--- config.mk ---
export PLATFORM = sky130hd
export DESIGN_NAME = sd_spi_host_sequencer
export DESIGN_NICKNAME = d
export VERILOG_FILES = /design/src/hw/rtl/sdspi_pkg.sv /design/src/hw/rtl/sd_spi_host_sequencer.sv /design/src/hw/rtl/sdspi_regs.sv /design/src/hw/rtl/sdspi_core.sv /design/src/hw/rtl/sdspi_outq.sv
export SDC_FILE = /design/constraint.sdc
export NUM_CORES = 1
export LEC_CHECK = 0
export CAP_MARGIN = 10
export CORE_MARGIN = 5
export CORE_UTILIZATION = 55
export CTS_CLUSTER_DIAMETER = 200
export DETAILED_ROUTE_END_ITERATION = 8
export DONT_BUFFER_PORTS = 1
export PLACE_DENSITY_LB_ADDON = 0.25
export SYNTH_ARGS = -nofsm -noshare
export SYNTH_HDL_FRONTEND = slang
export SYNTH_SLANG_ARGS = --single-unit
--- constraint.sdc ---
create_clock -name clk -period 5.2 [get_ports clk]
set_clock_uncertainty 0.15 [all_clocks]
set_input_delay 0.78 -clock clk [delete_from_list [all_inputs] [get_ports clk]]
set_output_delay 0.78 -clock clk [all_outputs]
set_load 0.02 [all_outputs]
--- src/hw/rtl/sdspi_pkg.sv ---
// Package for the SD card SPI-mode host sequencer.
// Holds phase and code enums, constants and the result record type.
// No dependencies.
package sdspi_pkg;

    localparam int SECTOR_BYTES_DEF = 512;

    typedef enum logic [4:0] {
        PH_IDLE, PH_WAKE, PH_PRE, PH_FRAME, PH_DUMMY, PH_POLL, PH_TOKEN, PH_RDATA,
        PH_RCRC, PH_GAP, PH_WTOKEN, PH_WDATA, PH_WNEED, PH_WCRC, PH_WRESP, PH_BUSY
    } phase_t;

    typedef enum logic [1:0] {
        OP_INIT0 = 2'd0,
        OP_READ  = 2'd1,
        OP_WRITE = 2'd2,
        OP_INIT1 = 2'd3
    } op_t;

    typedef enum logic [2:0] {
        MODE_INIT  = 3'd0,
        MODE_READ  = 3'd1,
        MODE_WRITE = 3'd2,
        MODE_CARD  = 3'd3,
        MODE_HOST  = 3'd4
    } mode_t;

    localparam logic [1:0] KIND_XCHG = 2'd0;
    localparam logic [1:0] KIND_READ = 2'd1;
    localparam logic [1:0] KIND_NEED = 2'd2;
    localparam logic [1:0] KIND_DONE = 2'd3;

    localparam logic [2:0] ST_OK        = 3'd0;
    localparam logic [2:0] ST_RESET     = 3'd1;
    localparam logic [2:0] ST_INIT      = 3'd2;
    localparam logic [2:0] ST_CMD       = 3'd3;
    localparam logic [2:0] ST_TOKEN     = 3'd4;
    localparam logic [2:0] ST_REJECT    = 3'd5;
    localparam logic [2:0] ST_BUSY      = 3'd6;
    localparam logic [2:0] ST_WINDOW    = 3'd7;

    localparam logic [2:0] REG_RETRY = 3'd0;
    localparam logic [2:0] REG_POLL  = 3'd1;
    localparam logic [2:0] REG_GAP   = 3'd2;
    localparam logic [2:0] REG_WAKE  = 3'd3;
    localparam logic [2:0] REG_ARG   = 3'd4;

    localparam logic [7:0] CMD_BASE   = 8'h40;
    localparam logic [7:0] CRC_CMD0   = 8'h95;
    localparam logic [7:0] TOKEN_DATA = 8'hfe;
    localparam logic [4:0] RESP_OK    = 5'h05;
    localparam logic [7:0] IDLE_BYTE  = 8'hff;

    typedef struct packed {
        logic [1:0] kind;
        logic [7:0] tx_byte;
        logic       cs_active;
        logic       fast_clock;
        logic [7:0] read_byte;
        logic [2:0] status;
    } res_t;

    typedef struct packed {
        logic [7:0]  retry_limit;
        logic [7:0]  poll_limit;
        logic [7:0]  write_gap_bytes;
        logic [7:0]  wake_bytes;
        logic [31:0] op_cond_argument;
    } cfg_t;

endpackage

--- src/hw/rtl/sd_spi_host_sequencer.sv ---
// Top level of the SD card SPI-mode host sequencer.
// Instantiates sdspi_regs, sdspi_core and sdspi_outq; depends on sdspi_pkg.
//
// The input channel (in_valid, in_stall) carries one command or one byte event per
// transfer: start init, read or write, a card byte for the last exchange, or a host
// write byte. The output channel (out_valid, out_stall) carries the results of
// each input transfer, zero to two records, the final one marked by last.
// An input transfer is taken whenever the result queue is empty or is being drained
// of its final record in the same cycle, so a new input can follow every cycle
// while the receiver keeps up. Results appear in the cycle after the input transfer
// and then one per cycle; an input that yields two records holds off the next input
// transfer until its second record is being drained. When the receiver stalls, the
// queue holds its records and in_stall is raised. Reset puts the sequencer in idle
// at slow clock and loads the register defaults. Configuration must be written by
// the user via the APB-style port while the block is idle, which is not enforced.
module sd_spi_host_sequencer #(
    parameter int SECTOR_BYTES = sdspi_pkg::SECTOR_BYTES_DEF
) (
    input  logic        clk,
    input  logic        rst_n,
    input  logic        psel,
    input  logic        penable,
    input  logic        pwrite,
    input  logic [4:0]  paddr,
    input  logic [31:0] pwdata,
    output logic [31:0] prdata,
    output logic        pready,
    input  logic        in_valid,
    output logic        in_stall,
    input  logic [2:0]  mode,
    input  logic [22:0] sector,
    input  logic [9:0]  first_offset,
    input  logic [9:0]  byte_count,
    input  logic [7:0]  card_byte,
    input  logic [7:0]  write_byte,
    output logic        out_valid,
    input  logic        out_stall,
    output logic [1:0]  kind,
    output logic [7:0]  tx_byte,
    output logic        cs_active,
    output logic        fast_clock,
    output logic [7:0]  read_byte,
    output logic [2:0]  status,
    output logic        last
);
    sdspi_pkg::cfg_t cfg;
    sdspi_pkg::res_t r0, r1, r2, head;
    logic [1:0]      res_n;
    logic            step, empty_next;

    assign pready = 1'b1;
    assign in_stall = !empty_next;
    assign step = in_valid && empty_next;

    sdspi_regs u_regs (
        .clk(clk), .rst_n(rst_n), .psel(psel), .penable(penable), .pwrite(pwrite),
        .paddr(paddr), .pwdata(pwdata), .prdata(prdata), .cfg(cfg)
    );

    sdspi_core #(.SECTOR_BYTES(SECTOR_BYTES)) u_core (
        .clk(clk), .rst_n(rst_n), .step(step), .mode(mode), .sector(sector),
        .first_offset(first_offset), .byte_count(byte_count), .card_byte(card_byte),
        .write_byte(write_byte), .cfg(cfg), .res_n(res_n),
        .res0(r0), .res1(r1), .res2(r2)
    );

    sdspi_outq u_outq (
        .clk(clk), .rst_n(rst_n), .load(step && res_n != 2'd0),
        .load_n(res_n), .load0(r0), .load1(r1), .load2(r2), .stall(out_stall),
        .valid(out_valid), .empty_next(empty_next), .head(head), .last(last)
    );

    assign kind       = head.kind;
    assign tx_byte    = head.tx_byte;
    assign cs_active  = head.cs_active;
    assign fast_clock = head.fast_clock;
    assign read_byte  = head.read_byte;
    assign status     = head.status;
endmodule

--- src/hw/rtl/sdspi_regs.sv ---
// Configuration register file for the SD SPI host sequencer.
// APB-style write and read port; depends on sdspi_pkg.
module sdspi_regs (
    input  logic                clk,
    input  logic                rst_n,
    input  logic                psel,
    input  logic                penable,
    input  logic                pwrite,
    input  logic [4:0]          paddr,
    input  logic [31:0]         pwdata,
    output logic [31:0]         prdata,
    output sdspi_pkg::cfg_t     cfg
);
    sdspi_pkg::cfg_t cfg_reg;
    logic [2:0]      idx;

    assign idx = paddr[4:2];
    assign cfg = cfg_reg;

    always_ff @(posedge clk or negedge rst_n)
    begin
        if (!rst_n)
        begin
            cfg_reg.retry_limit      <= 8'd200;
            cfg_reg.poll_limit       <= 8'd100;
            cfg_reg.write_gap_bytes  <= 8'd100;
            cfg_reg.wake_bytes       <= 8'd15;
            cfg_reg.op_cond_argument <= 32'h00ffc000;
        end
        else if (psel && penable && pwrite)
        begin
            unique case (idx)
                sdspi_pkg::REG_RETRY: cfg_reg.retry_limit      <= pwdata[7:0];
                sdspi_pkg::REG_POLL:  cfg_reg.poll_limit       <= pwdata[7:0];
                sdspi_pkg::REG_GAP:   cfg_reg.write_gap_bytes  <= pwdata[7:0];
                sdspi_pkg::REG_WAKE:  cfg_reg.wake_bytes       <= pwdata[7:0];
                sdspi_pkg::REG_ARG:   cfg_reg.op_cond_argument <= pwdata;
                default: ;
            endcase
        end
    end

    always_comb
    begin
        unique case (idx)
            sdspi_pkg::REG_RETRY: prdata = {24'd0, cfg_reg.retry_limit};
            sdspi_pkg::REG_POLL:  prdata = {24'd0, cfg_reg.poll_limit};
            sdspi_pkg::REG_GAP:   prdata = {24'd0, cfg_reg.write_gap_bytes};
            sdspi_pkg::REG_WAKE:  prdata = {24'd0, cfg_reg.wake_bytes};
            sdspi_pkg::REG_ARG:   prdata = cfg_reg.op_cond_argument;
            default:              prdata = 32'd0;
        endcase
    end
endmodule

--- src/hw/rtl/sdspi_core.sv ---
// Sequencer core: state registers and next-state logic for one input transfer.
// Produces up to two result records per transfer; depends on sdspi_pkg.
module sdspi_core #(
    parameter int SECTOR_BYTES = sdspi_pkg::SECTOR_BYTES_DEF
) (
    input  logic               clk,
    input  logic               rst_n,
    input  logic               step,
    input  logic [2:0]         mode,
    input  logic [22:0]        sector,
    input  logic [9:0]         first_offset,
    input  logic [9:0]         byte_count,
    input  logic [7:0]         card_byte,
    input  logic [7:0]         write_byte,
    input  sdspi_pkg::cfg_t    cfg,
    output logic [1:0]         res_n,
    output sdspi_pkg::res_t    res0,
    output sdspi_pkg::res_t    res1,
    output sdspi_pkg::res_t    res2
);
    localparam int IW = $clog2(SECTOR_BYTES + 1);
    localparam logic [IW-1:0] SEC = IW'(SECTOR_BYTES);

    sdspi_pkg::phase_t phase_reg, phase_next;
    sdspi_pkg::op_t    op_reg, op_next;
    logic [7:0]        retry_reg, retry_next, poll_reg, poll_next;
    logic [IW-1:0]     idx_reg, idx_next;
    logic [22:0]       sector_reg, sector_next;
    logic [IW-1:0]     off_reg, off_next, cnt_reg, cnt_next;
    logic              fast_reg, fast_next;

    logic [7:0] rlim, plim;
    logic [1:0] n;
    sdspi_pkg::res_t r [3];

    assign rlim = (cfg.retry_limit == 8'd0) ? 8'd1 : cfg.retry_limit;
    assign plim = (cfg.poll_limit == 8'd0) ? 8'd1 : cfg.poll_limit;

    function automatic logic [7:0] frame_byte(input sdspi_pkg::op_t op, input logic [2:0] i,
                                              input logic [22:0] sec, input logic [31:0] oarg);
        logic [7:0]  cmd;
        logic [31:0] arg;
        begin
            if (op == sdspi_pkg::OP_INIT0)
            begin
                cmd = 8'd0;
                arg = 32'd0;
            end
            else if (op == sdspi_pkg::OP_INIT1)
            begin
                cmd = 8'd1;
                arg = oarg;
            end
            else
            begin
                cmd = (op == sdspi_pkg::OP_READ) ? 8'd17 : 8'd24;
                arg = {sec, 9'd0};
            end
            unique case (i)
                3'd0:    frame_byte = sdspi_pkg::CMD_BASE | cmd;
                3'd1:    frame_byte = arg[31:24];
                3'd2:    frame_byte = arg[23:16];
                3'd3:    frame_byte = arg[15:8];
                3'd4:    frame_byte = arg[7:0];
                default: frame_byte = (op == sdspi_pkg::OP_INIT0) ? sdspi_pkg::CRC_CMD0
                                                                   : sdspi_pkg::IDLE_BYTE;
            endcase
        end
    endfunction

    always_comb
    begin
        logic [IW-1:0] bi;
        logic          inwin;
        logic [7:0]    rc;
        logic [7:0]    pc;
        logic [7:0]    expect_b;
        phase_next  = phase_reg;
        op_next     = op_reg;
        retry_next  = retry_reg;
        poll_next   = poll_reg;
        idx_next    = idx_reg;
        sector_next = sector_reg;
        off_next    = off_reg;
        cnt_next    = cnt_reg;
        fast_next   = fast_reg;
        n = 2'd0;
        bi = '0;
        inwin = 1'b0;
        rc = 8'd0;
        pc = 8'd0;
        expect_b = 8'd0;
        for (int k = 0; k < 3; k++)
            r[k] = '0;

        if (step)
        begin
            if (mode == sdspi_pkg::MODE_INIT || mode == sdspi_pkg::MODE_READ
                || mode == sdspi_pkg::MODE_WRITE)
            begin
                if (phase_reg == sdspi_pkg::PH_IDLE)
                begin
                    retry_next = 8'd0;
                    idx_next = '0;
                    if (mode == sdspi_pkg::MODE_INIT)
                    begin
                        op_next = sdspi_pkg::OP_INIT0;
                        fast_next = 1'b0;
                        phase_next = (cfg.wake_bytes != 8'd0) ? sdspi_pkg::PH_WAKE
                                                              : sdspi_pkg::PH_PRE;
                        r[0].kind = sdspi_pkg::KIND_XCHG;
                        r[0].tx_byte = sdspi_pkg::IDLE_BYTE;
                        n = 2'd1;
                    end
                    else
                    begin
                        op_next = sdspi_pkg::op_t'(mode[1:0]);
                        sector_next = sector;
                        off_next = IW'(first_offset);
                        cnt_next = IW'(byte_count);
                        n = 2'd1;
                        if ({1'b0, first_offset} + {1'b0, byte_count} > 11'(SECTOR_BYTES))
                        begin
                            phase_next = sdspi_pkg::PH_IDLE;
                            r[0].kind = sdspi_pkg::KIND_DONE;
                            r[0].status = sdspi_pkg::ST_WINDOW;
                        end
                        else
                        begin
                            phase_next = sdspi_pkg::PH_PRE;
                            r[0].kind = sdspi_pkg::KIND_XCHG;
                            r[0].tx_byte = sdspi_pkg::IDLE_BYTE;
                        end
                    end
                end
            end
            else if (mode == sdspi_pkg::MODE_HOST)
            begin
                if (phase_reg == sdspi_pkg::PH_WNEED)
                begin
                    phase_next = sdspi_pkg::PH_WDATA;
                    r[0].kind = sdspi_pkg::KIND_XCHG;
                    r[0].tx_byte = write_byte;
                    r[0].cs_active = 1'b1;
                    n = 2'd1;
                end
            end
            else if (mode == sdspi_pkg::MODE_CARD)
            begin
                n = 2'd1;
                r[0].kind = sdspi_pkg::KIND_XCHG;
                r[0].tx_byte = sdspi_pkg::IDLE_BYTE;
                r[0].cs_active = 1'b1;
                unique case (phase_reg)
                    sdspi_pkg::PH_WAKE:
                    begin
                        idx_next = idx_reg + 1'b1;
                        r[0].cs_active = 1'b0;
                        if (idx_next >= IW'(cfg.wake_bytes))
                            phase_next = sdspi_pkg::PH_PRE;
                    end
                    sdspi_pkg::PH_PRE:
                    begin
                        phase_next = sdspi_pkg::PH_FRAME;
                        idx_next = '0;
                        r[0].tx_byte = frame_byte(op_reg, 3'd0, sector_reg,
                                                  cfg.op_cond_argument);
                    end
                    sdspi_pkg::PH_FRAME:
                    begin
                        idx_next = idx_reg + 1'b1;
                        if (idx_next >= IW'(6))
                            phase_next = sdspi_pkg::PH_DUMMY;
                        else
                            r[0].tx_byte = frame_byte(op_reg, idx_next[2:0], sector_reg,
                                                      cfg.op_cond_argument);
                    end
                    sdspi_pkg::PH_DUMMY:
                    begin
                        phase_next = sdspi_pkg::PH_POLL;
                        poll_next = 8'd0;
                    end
                    sdspi_pkg::PH_POLL:
                    begin
                        pc = poll_reg + 8'd1;
                        poll_next = pc;
                        if (card_byte != 8'hff || pc >= plim)
                        begin
                            expect_b = (op_reg == sdspi_pkg::OP_INIT0) ? 8'h01 : 8'h00;
                            if (card_byte == expect_b)
                            begin
                                retry_next = 8'd0;
                                unique case (op_reg)
                                    sdspi_pkg::OP_INIT0:
                                    begin
                                        op_next = sdspi_pkg::OP_INIT1;
                                        phase_next = sdspi_pkg::PH_PRE;
                                        r[0].cs_active = 1'b0;
                                    end
                                    sdspi_pkg::OP_INIT1:
                                    begin
                                        fast_next = 1'b1;
                                        phase_next = sdspi_pkg::PH_IDLE;
                                        r[0] = '0;
                                        r[0].kind = sdspi_pkg::KIND_DONE;
                                    end
                                    sdspi_pkg::OP_READ:
                                        phase_next = sdspi_pkg::PH_TOKEN;
                                    default:
                                    begin
                                        idx_next = '0;
                                        if (cfg.write_gap_bytes == 8'd0)
                                        begin
                                            phase_next = sdspi_pkg::PH_WTOKEN;
                                            r[0].tx_byte = sdspi_pkg::TOKEN_DATA;
                                        end
                                        else
                                            phase_next = sdspi_pkg::PH_GAP;
                                    end
                                endcase
                            end
                            else
                            begin
                                rc = retry_reg + 8'd1;
                                retry_next = rc;
                                if (rc >= rlim)
                                begin
                                    phase_next = sdspi_pkg::PH_IDLE;
                                    r[0] = '0;
                                    r[0].kind = sdspi_pkg::KIND_DONE;
                                    r[0].status = (op_reg == sdspi_pkg::OP_INIT0)
                                        ? sdspi_pkg::ST_RESET
                                        : ((op_reg == sdspi_pkg::OP_INIT1)
                                           ? sdspi_pkg::ST_INIT : sdspi_pkg::ST_CMD);
                                end
                                else
                                begin
                                    phase_next = sdspi_pkg::PH_PRE;
                                    r[0].cs_active = 1'b0;
                                end
                            end
                        end
                    end
                    sdspi_pkg::PH_TOKEN:
                    begin
                        rc = retry_reg + 8'd1;
                        retry_next = rc;
                        if (card_byte == sdspi_pkg::TOKEN_DATA)
                        begin
                            phase_next = sdspi_pkg::PH_RDATA;
                            idx_next = '0;
                        end
                        else if (rc >= rlim)
                        begin
                            phase_next = sdspi_pkg::PH_IDLE;
                            r[0] = '0;
                            r[0].kind = sdspi_pkg::KIND_DONE;
                            r[0].status = sdspi_pkg::ST_TOKEN;
                        end
                    end
                    sdspi_pkg::PH_RDATA:
                    begin
                        inwin = ({1'b0, idx_reg} >= {1'b0, off_reg})
                                && ({1'b0, idx_reg} < ({1'b0, off_reg} + {1'b0, cnt_reg}));
                        bi = idx_reg + 1'b1;
                        idx_next = bi;
                        if (bi >= SEC)
                        begin
                            phase_next = sdspi_pkg::PH_RCRC;
                            idx_next = '0;
                        end
                        if (inwin)
                        begin
                            r[1] = r[0];
                            r[0] = '0;
                            r[0].kind = sdspi_pkg::KIND_READ;
                            r[0].read_byte = card_byte;
                            n = 2'd2;
                        end
                    end
                    sdspi_pkg::PH_RCRC:
                    begin
                        idx_next = idx_reg + 1'b1;
                        if (idx_next >= IW'(2))
                        begin
                            phase_next = sdspi_pkg::PH_IDLE;
                            r[0] = '0;
                            r[0].kind = sdspi_pkg::KIND_DONE;
                        end
                    end
                    sdspi_pkg::PH_GAP:
                    begin
                        idx_next = idx_reg + 1'b1;
                        if (idx_next >= IW'(cfg.write_gap_bytes))
                        begin
                            phase_next = sdspi_pkg::PH_WTOKEN;
                            r[0].tx_byte = sdspi_pkg::TOKEN_DATA;
                        end
                    end
                    sdspi_pkg::PH_WTOKEN, sdspi_pkg::PH_WDATA:
                    begin
                        bi = (phase_reg == sdspi_pkg::PH_WTOKEN) ? '0 : idx_reg + 1'b1;
                        idx_next = bi;
                        inwin = ({1'b0, bi} >= {1'b0, off_reg})
                                && ({1'b0, bi} < ({1'b0, off_reg} + {1'b0, cnt_reg}));
                        if (bi >= SEC)
                        begin
                            phase_next = sdspi_pkg::PH_WCRC;
                            idx_next = '0;
                        end
                        else if (inwin)
                        begin
                            phase_next = sdspi_pkg::PH_WNEED;
                            r[0] = '0;
                            r[0].kind = sdspi_pkg::KIND_NEED;
                        end
                        else
                        begin
                            phase_next = sdspi_pkg::PH_WDATA;
                            r[0].tx_byte = 8'h00;
                        end
                    end
                    sdspi_pkg::PH_WCRC:
                    begin
                        idx_next = idx_reg + 1'b1;
                        if (idx_next >= IW'(2))
                            phase_next = sdspi_pkg::PH_WRESP;
                    end
                    sdspi_pkg::PH_WRESP:
                    begin
                        if (card_byte[4:0] == sdspi_pkg::RESP_OK)
                        begin
                            phase_next = sdspi_pkg::PH_BUSY;
                            retry_next = 8'd0;
                        end
                        else
                        begin
                            phase_next = sdspi_pkg::PH_IDLE;
                            r[0] = '0;
                            r[0].kind = sdspi_pkg::KIND_DONE;
                            r[0].status = sdspi_pkg::ST_REJECT;
                        end
                    end
                    sdspi_pkg::PH_BUSY:
                    begin
                        rc = retry_reg + 8'd1;
                        retry_next = rc;
                        if (card_byte == 8'hff || rc >= rlim)
                        begin
                            phase_next = sdspi_pkg::PH_IDLE;
                            r[0] = '0;
                            r[0].kind = sdspi_pkg::KIND_DONE;
                            r[0].status = (card_byte == 8'hff) ? sdspi_pkg::ST_OK
                                                               : sdspi_pkg::ST_BUSY;
                        end
                    end
                    default:
                    begin
                        n = 2'd0;
                        r[0] = '0;
                    end
                endcase
            end
        end
        for (int k = 0; k < 3; k++)
            r[k].fast_clock = fast_next;
    end

    assign res_n = n;
    assign res0 = r[0];
    assign res1 = r[1];
    assign res2 = r[2];

    always_ff @(posedge clk or negedge rst_n)
    begin
        if (!rst_n)
        begin
            phase_reg  <= sdspi_pkg::PH_IDLE;
            op_reg     <= sdspi_pkg::OP_INIT0;
            retry_reg  <= 8'd0;
            poll_reg   <= 8'd0;
            idx_reg    <= '0;
            sector_reg <= 23'd0;
            off_reg    <= '0;
            cnt_reg    <= '0;
            fast_reg   <= 1'b0;
        end
        else
        begin
            phase_reg  <= phase_next;
            op_reg     <= op_next;
            retry_reg  <= retry_next;
            poll_reg   <= poll_next;
            idx_reg    <= idx_next;
            sector_reg <= sector_next;
            off_reg    <= off_next;
            cnt_reg    <= cnt_next;
            fast_reg   <= fast_next;
        end
    end
endmodule

--- src/hw/rtl/sdspi_outq.sv ---
// Result queue: holds the records of one transfer and hands them out in order.
// Depends on sdspi_pkg.
module sdspi_outq (
    input  logic            clk,
    input  logic            rst_n,
    input  logic            load,
    input  logic [1:0]      load_n,
    input  sdspi_pkg::res_t load0,
    input  sdspi_pkg::res_t load1,
    input  sdspi_pkg::res_t load2,
    input  logic            stall,
    output logic            valid,
    output logic            empty_next,
    output sdspi_pkg::res_t head,
    output logic            last
);
    sdspi_pkg::res_t q_reg [3];
    logic [1:0]      cnt_reg, cnt_next;
    logic            pop;

    assign valid = (cnt_reg != 2'd0);
    assign pop = valid && !stall;
    assign head = q_reg[0];
    assign last = (cnt_reg == 2'd1);
    assign empty_next = (cnt_reg == 2'd0) || (pop && cnt_reg == 2'd1);

    always_comb
    begin
        cnt_next = cnt_reg;
        if (pop)
            cnt_next = cnt_reg - 2'd1;
        if (load)
            cnt_next = load_n;
    end

    always_ff @(posedge clk or negedge rst_n)
    begin
        if (!rst_n)
            cnt_reg <= 2'd0;
        else
            cnt_reg <= cnt_next;
    end

    always_ff @(posedge clk)
    begin
        if (load)
        begin
            q_reg[0] <= load0;
            q_reg[1] <= load1;
            q_reg[2] <= load2;
        end
        else if (pop)
        begin
            q_reg[0] <= q_reg[1];
            q_reg[1] <= q_reg[2];
        end
    end
endmodule

==> results.md <==
Pwr:
- Of the total power, the share spent switching nets is 38.1%.
- The largest voltage drop on the vdd net is 255 uV.
- The power density of the placed cells is 343 nW/um^2.
- The analysis attributes to cell leakage a power of about 6 nW.
- The portion of total power attributed to combinational logic is 29.0%.
- In this run, flip-flops and latches consume 41.3% of the power.
- The design internal power is ~2.7 mW.
- The clock network accounts for 29.6% of the total power.
- The switching power is 1.66 mW.
- The final total power is 4.35 mW.

STA:
- The slew at the pin closest to its max-slew limit is 1110 ps.
- The share of the clock period used by the worst path is 92.5%.
- The final number of hold-violating endpoints was 0.
- Timing would allow up to between 200 and 250 MHz.
- The final number of setup-violating endpoints is 0.
- The total negative setup slack is 0 ps.
- The final-report max-slew violation count is 0.
- Setup repair after global routing left no endpoint under its margin.
- The minimum period implied by the final worst setup slack is 4810 ps.
- Headroom to the max-slew limit came out at between 20% and 30%.

Critical path:
- For the worst setup path, the data required time is 5360 ps.
- STA classifies the critical path startpoint as a flip-flop.
- The signal arrival time at the worst endpoint is 4970 ps.
- The critical setup path kind is reg2reg.
- The sort of element at the end of the critical path is a flip-flop.
- The biggest fanout along the worst timing path is 8.

Synthesis:
- In the synthesized netlist the dominant register cell turns out to be sky130_fd_sc_hd__dfrtp_1.
- Synthesis instantiated just under 80 different standard cells from the library.
- Counting every net in the synthesized netlist gives ~1500.
- The synthesized area per cell is 9.28 um^2.
- Ranked by total cell area, the synthesized netlist is headed by sky130_fd_sc_hd__dfrtp_1 (25%), sky130_fd_sc_hd__ha_1 (11%), sky130_fd_sc_hd__mux2_2 (7.7%).
- After synthesis, flip-flops and latches occupy between 30% and 40% of the total area.
- The share of synthesized registers carrying an async set or reset is 84.5%.
- The mapped netlist covers 12000 um^2.
- The Yosys step of the flow raised 0 warnings.
- sky130_fd_sc_hd__dfrtp_1 takes more of the synthesized area than any other cell.
- The number of flops mapped to enable cells by yosys is 26.
- The synthesized design devotes to its leading area cell type 24.9% of total area.
- The number of register bits inferred by synthesis is 168.
- The number of cells produced by synthesis is 1290.

GRT:
- The total global routing track utilization is 26.2%.
- The global route total overflow is 0.
- The via count of the first global-routing pass is 9551.
- The number of antenna violations at the first check in global routing is 4.
- The first global-routing pass estimated 51.4 mm of wire.
- Entering global routing, the biggest net connects 120 pins.

Worst hold path:
- The type of the tightest min-delay check is in2async.

Floorplanning:
- The floorplan step set the die width to 158 um.
- The effective utilization at floorplan is 55.4%.
- The number of placement rows is 54.
- The overall die height is 158 um.
- The core outline area is 21600 um^2.
- 165 I/O pins were placed.
- The die covers ~25000 um^2.

Placed design:
- The post-detailed-placement cell area is about 12000 um^2.
- The congestion estimate from routability-driven global placement came to around 1.
- Port buffering added 0 buffers.
- After legalization and detailed placement, the total HPWL measured around 24 mm.

Finish:
- The number of flip-flops in the largest register is 64.
- Once layout is done, the placed cells without fillers occupy roughly 13000 um^2.
- The share of cells above drive strength 1 is 14.4%.
- The net count of the finished layout is 1461.
- The growth of design area from synthesis to finish is 6.21%.

Routing:
- The residual antenna-violating net count after detailed routing is 0.
- The iteration count of the initial detailed-routing pass is 6.
- The detailed router's first-iteration violation count is 882.
- In the routed layout, each cell is associated on average with a via count of 6.33.
- For this run, design rule violations remaining after detail routing come to 0.
- The routed wire length is 32.2 mm.
- After detailed routing, the average wire length per cell comes to about 21 um.
- The total vias in the final route is 9755.

CTS:
- TritonCTS created 17 clock buffers.
- TritonCTS built the clock tree.
- In this run the clock root is driven by a sky130_fd_sc_hd__clkbuf_16.
- Clock latency on the worst-skew pair, taken at its later pin, is 440 ps.
- After clock tree synthesis, the clock-pin slew on the worst setup and hold paths is 80 ps.
- The CTS H-tree depth is 4.
- The number of sinks on the clock net is ~170.
- In this run the deepest clock path goes through 2 buffers.

Flow run:
- Across the run, the number of max-cap violations was 0.

Status:
- The run finished with clean final reports.
path summary, 6_finish.rpt:
check | startpoint | endpoint | slack (ps) | cells after the start
setup / recovery | u_core.off_reg[0] | u_outq.q_reg[0][9] | 390 | 15
hold reg to reg | u_core.sector_reg[19] | u_core.sector_reg[19] | 360 | 1
min in group clk | pwdata[2] | u_regs.cfg[50] | 300 | 2
max in group asynchronous | rst_n | u_core.cnt_reg[6] | 4280 | 1
setup reg to reg | u_core.off_reg[0] | u_outq.q_reg[0][9] | 390 | 15
hold / removal | rst_n | u_regs.cfg[59] | 30 | 0
cells by family (layout without fill, tap and decap cells):
logic type	count (synthesis)	count (layout)	synth area share, %
muxes	103	103	9.58
xor gates and xnor gates	36	36	2.63
and+or+nand+nor	407	407	17.0
DFF	168	168	36.5
AOI/OAI and AO/OA	319	319	17.4
adders and majority gates	108	108	11.4
buffers and inverters	148	118	5.51
other	1	2	0.0313
synth_stat cells, drive strengths merged, types with 17 or more instances:
library cell and n:
xor2 17, nand2b 20, buf 31, a21o 20, nor2 81, xnor2 19
nand2 116, nand3 45, edfxtp 26, clkbuf 49, ha 106, mux2 82
mux2i 20, dfstp 23, a21oi 67, o21ai 103, dfrtp 119, inv 68
and3 34
layer usage:
metal  GRT usage [%]  wire, um
met1            34.3     13600
met5               0        34
met2            43.2     15600
met4            8.85      1040
met3            5.61      2020
power groups by stage:
stage | sequential [mW] | combinational [mW] | clock [mW]
after global placement | 1.82 | 1.19 | 0
final | 1.80 | 1.26 | 1.29
after detailed placement | 1.83 | 1.22 | 0
after CTS | 1.80 | 1.25 | 1.31
after global routing | 1.83 | 1.40 | 1.36
after floorplan | 1.70 | 1.03 | 0
stage by stage:
step | instances | hold WS [ps] | utilization, % | worst slack (ps)
floorplan | 1290 | 319 | - | 902
global placement | 1506 | 336 | 55.8 | 654
detailed placement | 1506 | 341 | 55.8 | 488
CTS | 1539 | 12.6 | 58.7 | 397
global route | 1541 | 5.78 | 58.8 | 93.4
finish | 1541 | 29.6 | 58.8 | 391
worst max-delay path, cell delays in order, from the launching register on:
cell and delay, ps:
sky130_fd_sc_hd__dfrtp_1 420, sky130_fd_sc_hd__ha_1 240, sky130_fd_sc_hd__fa_1 480, sky130_fd_sc_hd__a21oi_1 230, sky130_fd_sc_hd__nand4b_1 160, sky130_fd_sc_hd__nand2_1 100, sky130_fd_sc_hd__a21o_1 200, sky130_fd_sc_hd__a21oi_1 180
sky130_fd_sc_hd__xor2_1 280, sky130_fd_sc_hd__ha_1 290, sky130_fd_sc_hd__a21o_1 150, sky130_fd_sc_hd__a221oi_1 290, sky130_fd_sc_hd__a211oi_1 170, sky130_fd_sc_hd__or3_1 490, sky130_fd_sc_hd__nor3_1 600, sky130_fd_sc_hd__and2_1 230
repair_timing:
action                                 CTS  global route
setup endpoints to repair                0             0
endpoints found under the hold margin  119             0
resized for setup                        0             0
hold buffers                             1             0
buffers inserted                         0             0
placed cells by master, fill, tap and decap left out, drive strengths merged, types with 18 or more instances in the layout:
cell / count
edfxtp: 26
mux2: 82
and3: 34
a21o: 20
nand2: 116
mux2i: 20
buf: 18
nand2b: 20
dfrtp: 119
ha: 106
dfstp: 23
xnor2: 19
nor2: 81
a21oi: 67
nand3: 45
o21ai: 103
inv: 73
cell type report:
| class | count | area [um^2] |
|---|---|---|
| Multi-Input combinational cell | 974 | 6970 |
| Inverter | 68 | 255 |
| Clock inverter | 15 | 183 |
| Clock buffer | 17 | 425 |
| Sequential cell | 168 | 4360 |
| Tap cell | 280 | 350 |
| Fill cell | 1899 | 8910 |
| Timing Repair Buffer | 18 | 163 |
| Antenna cell | 1 | 2.50 |
(Power assumes the default switching activity.)
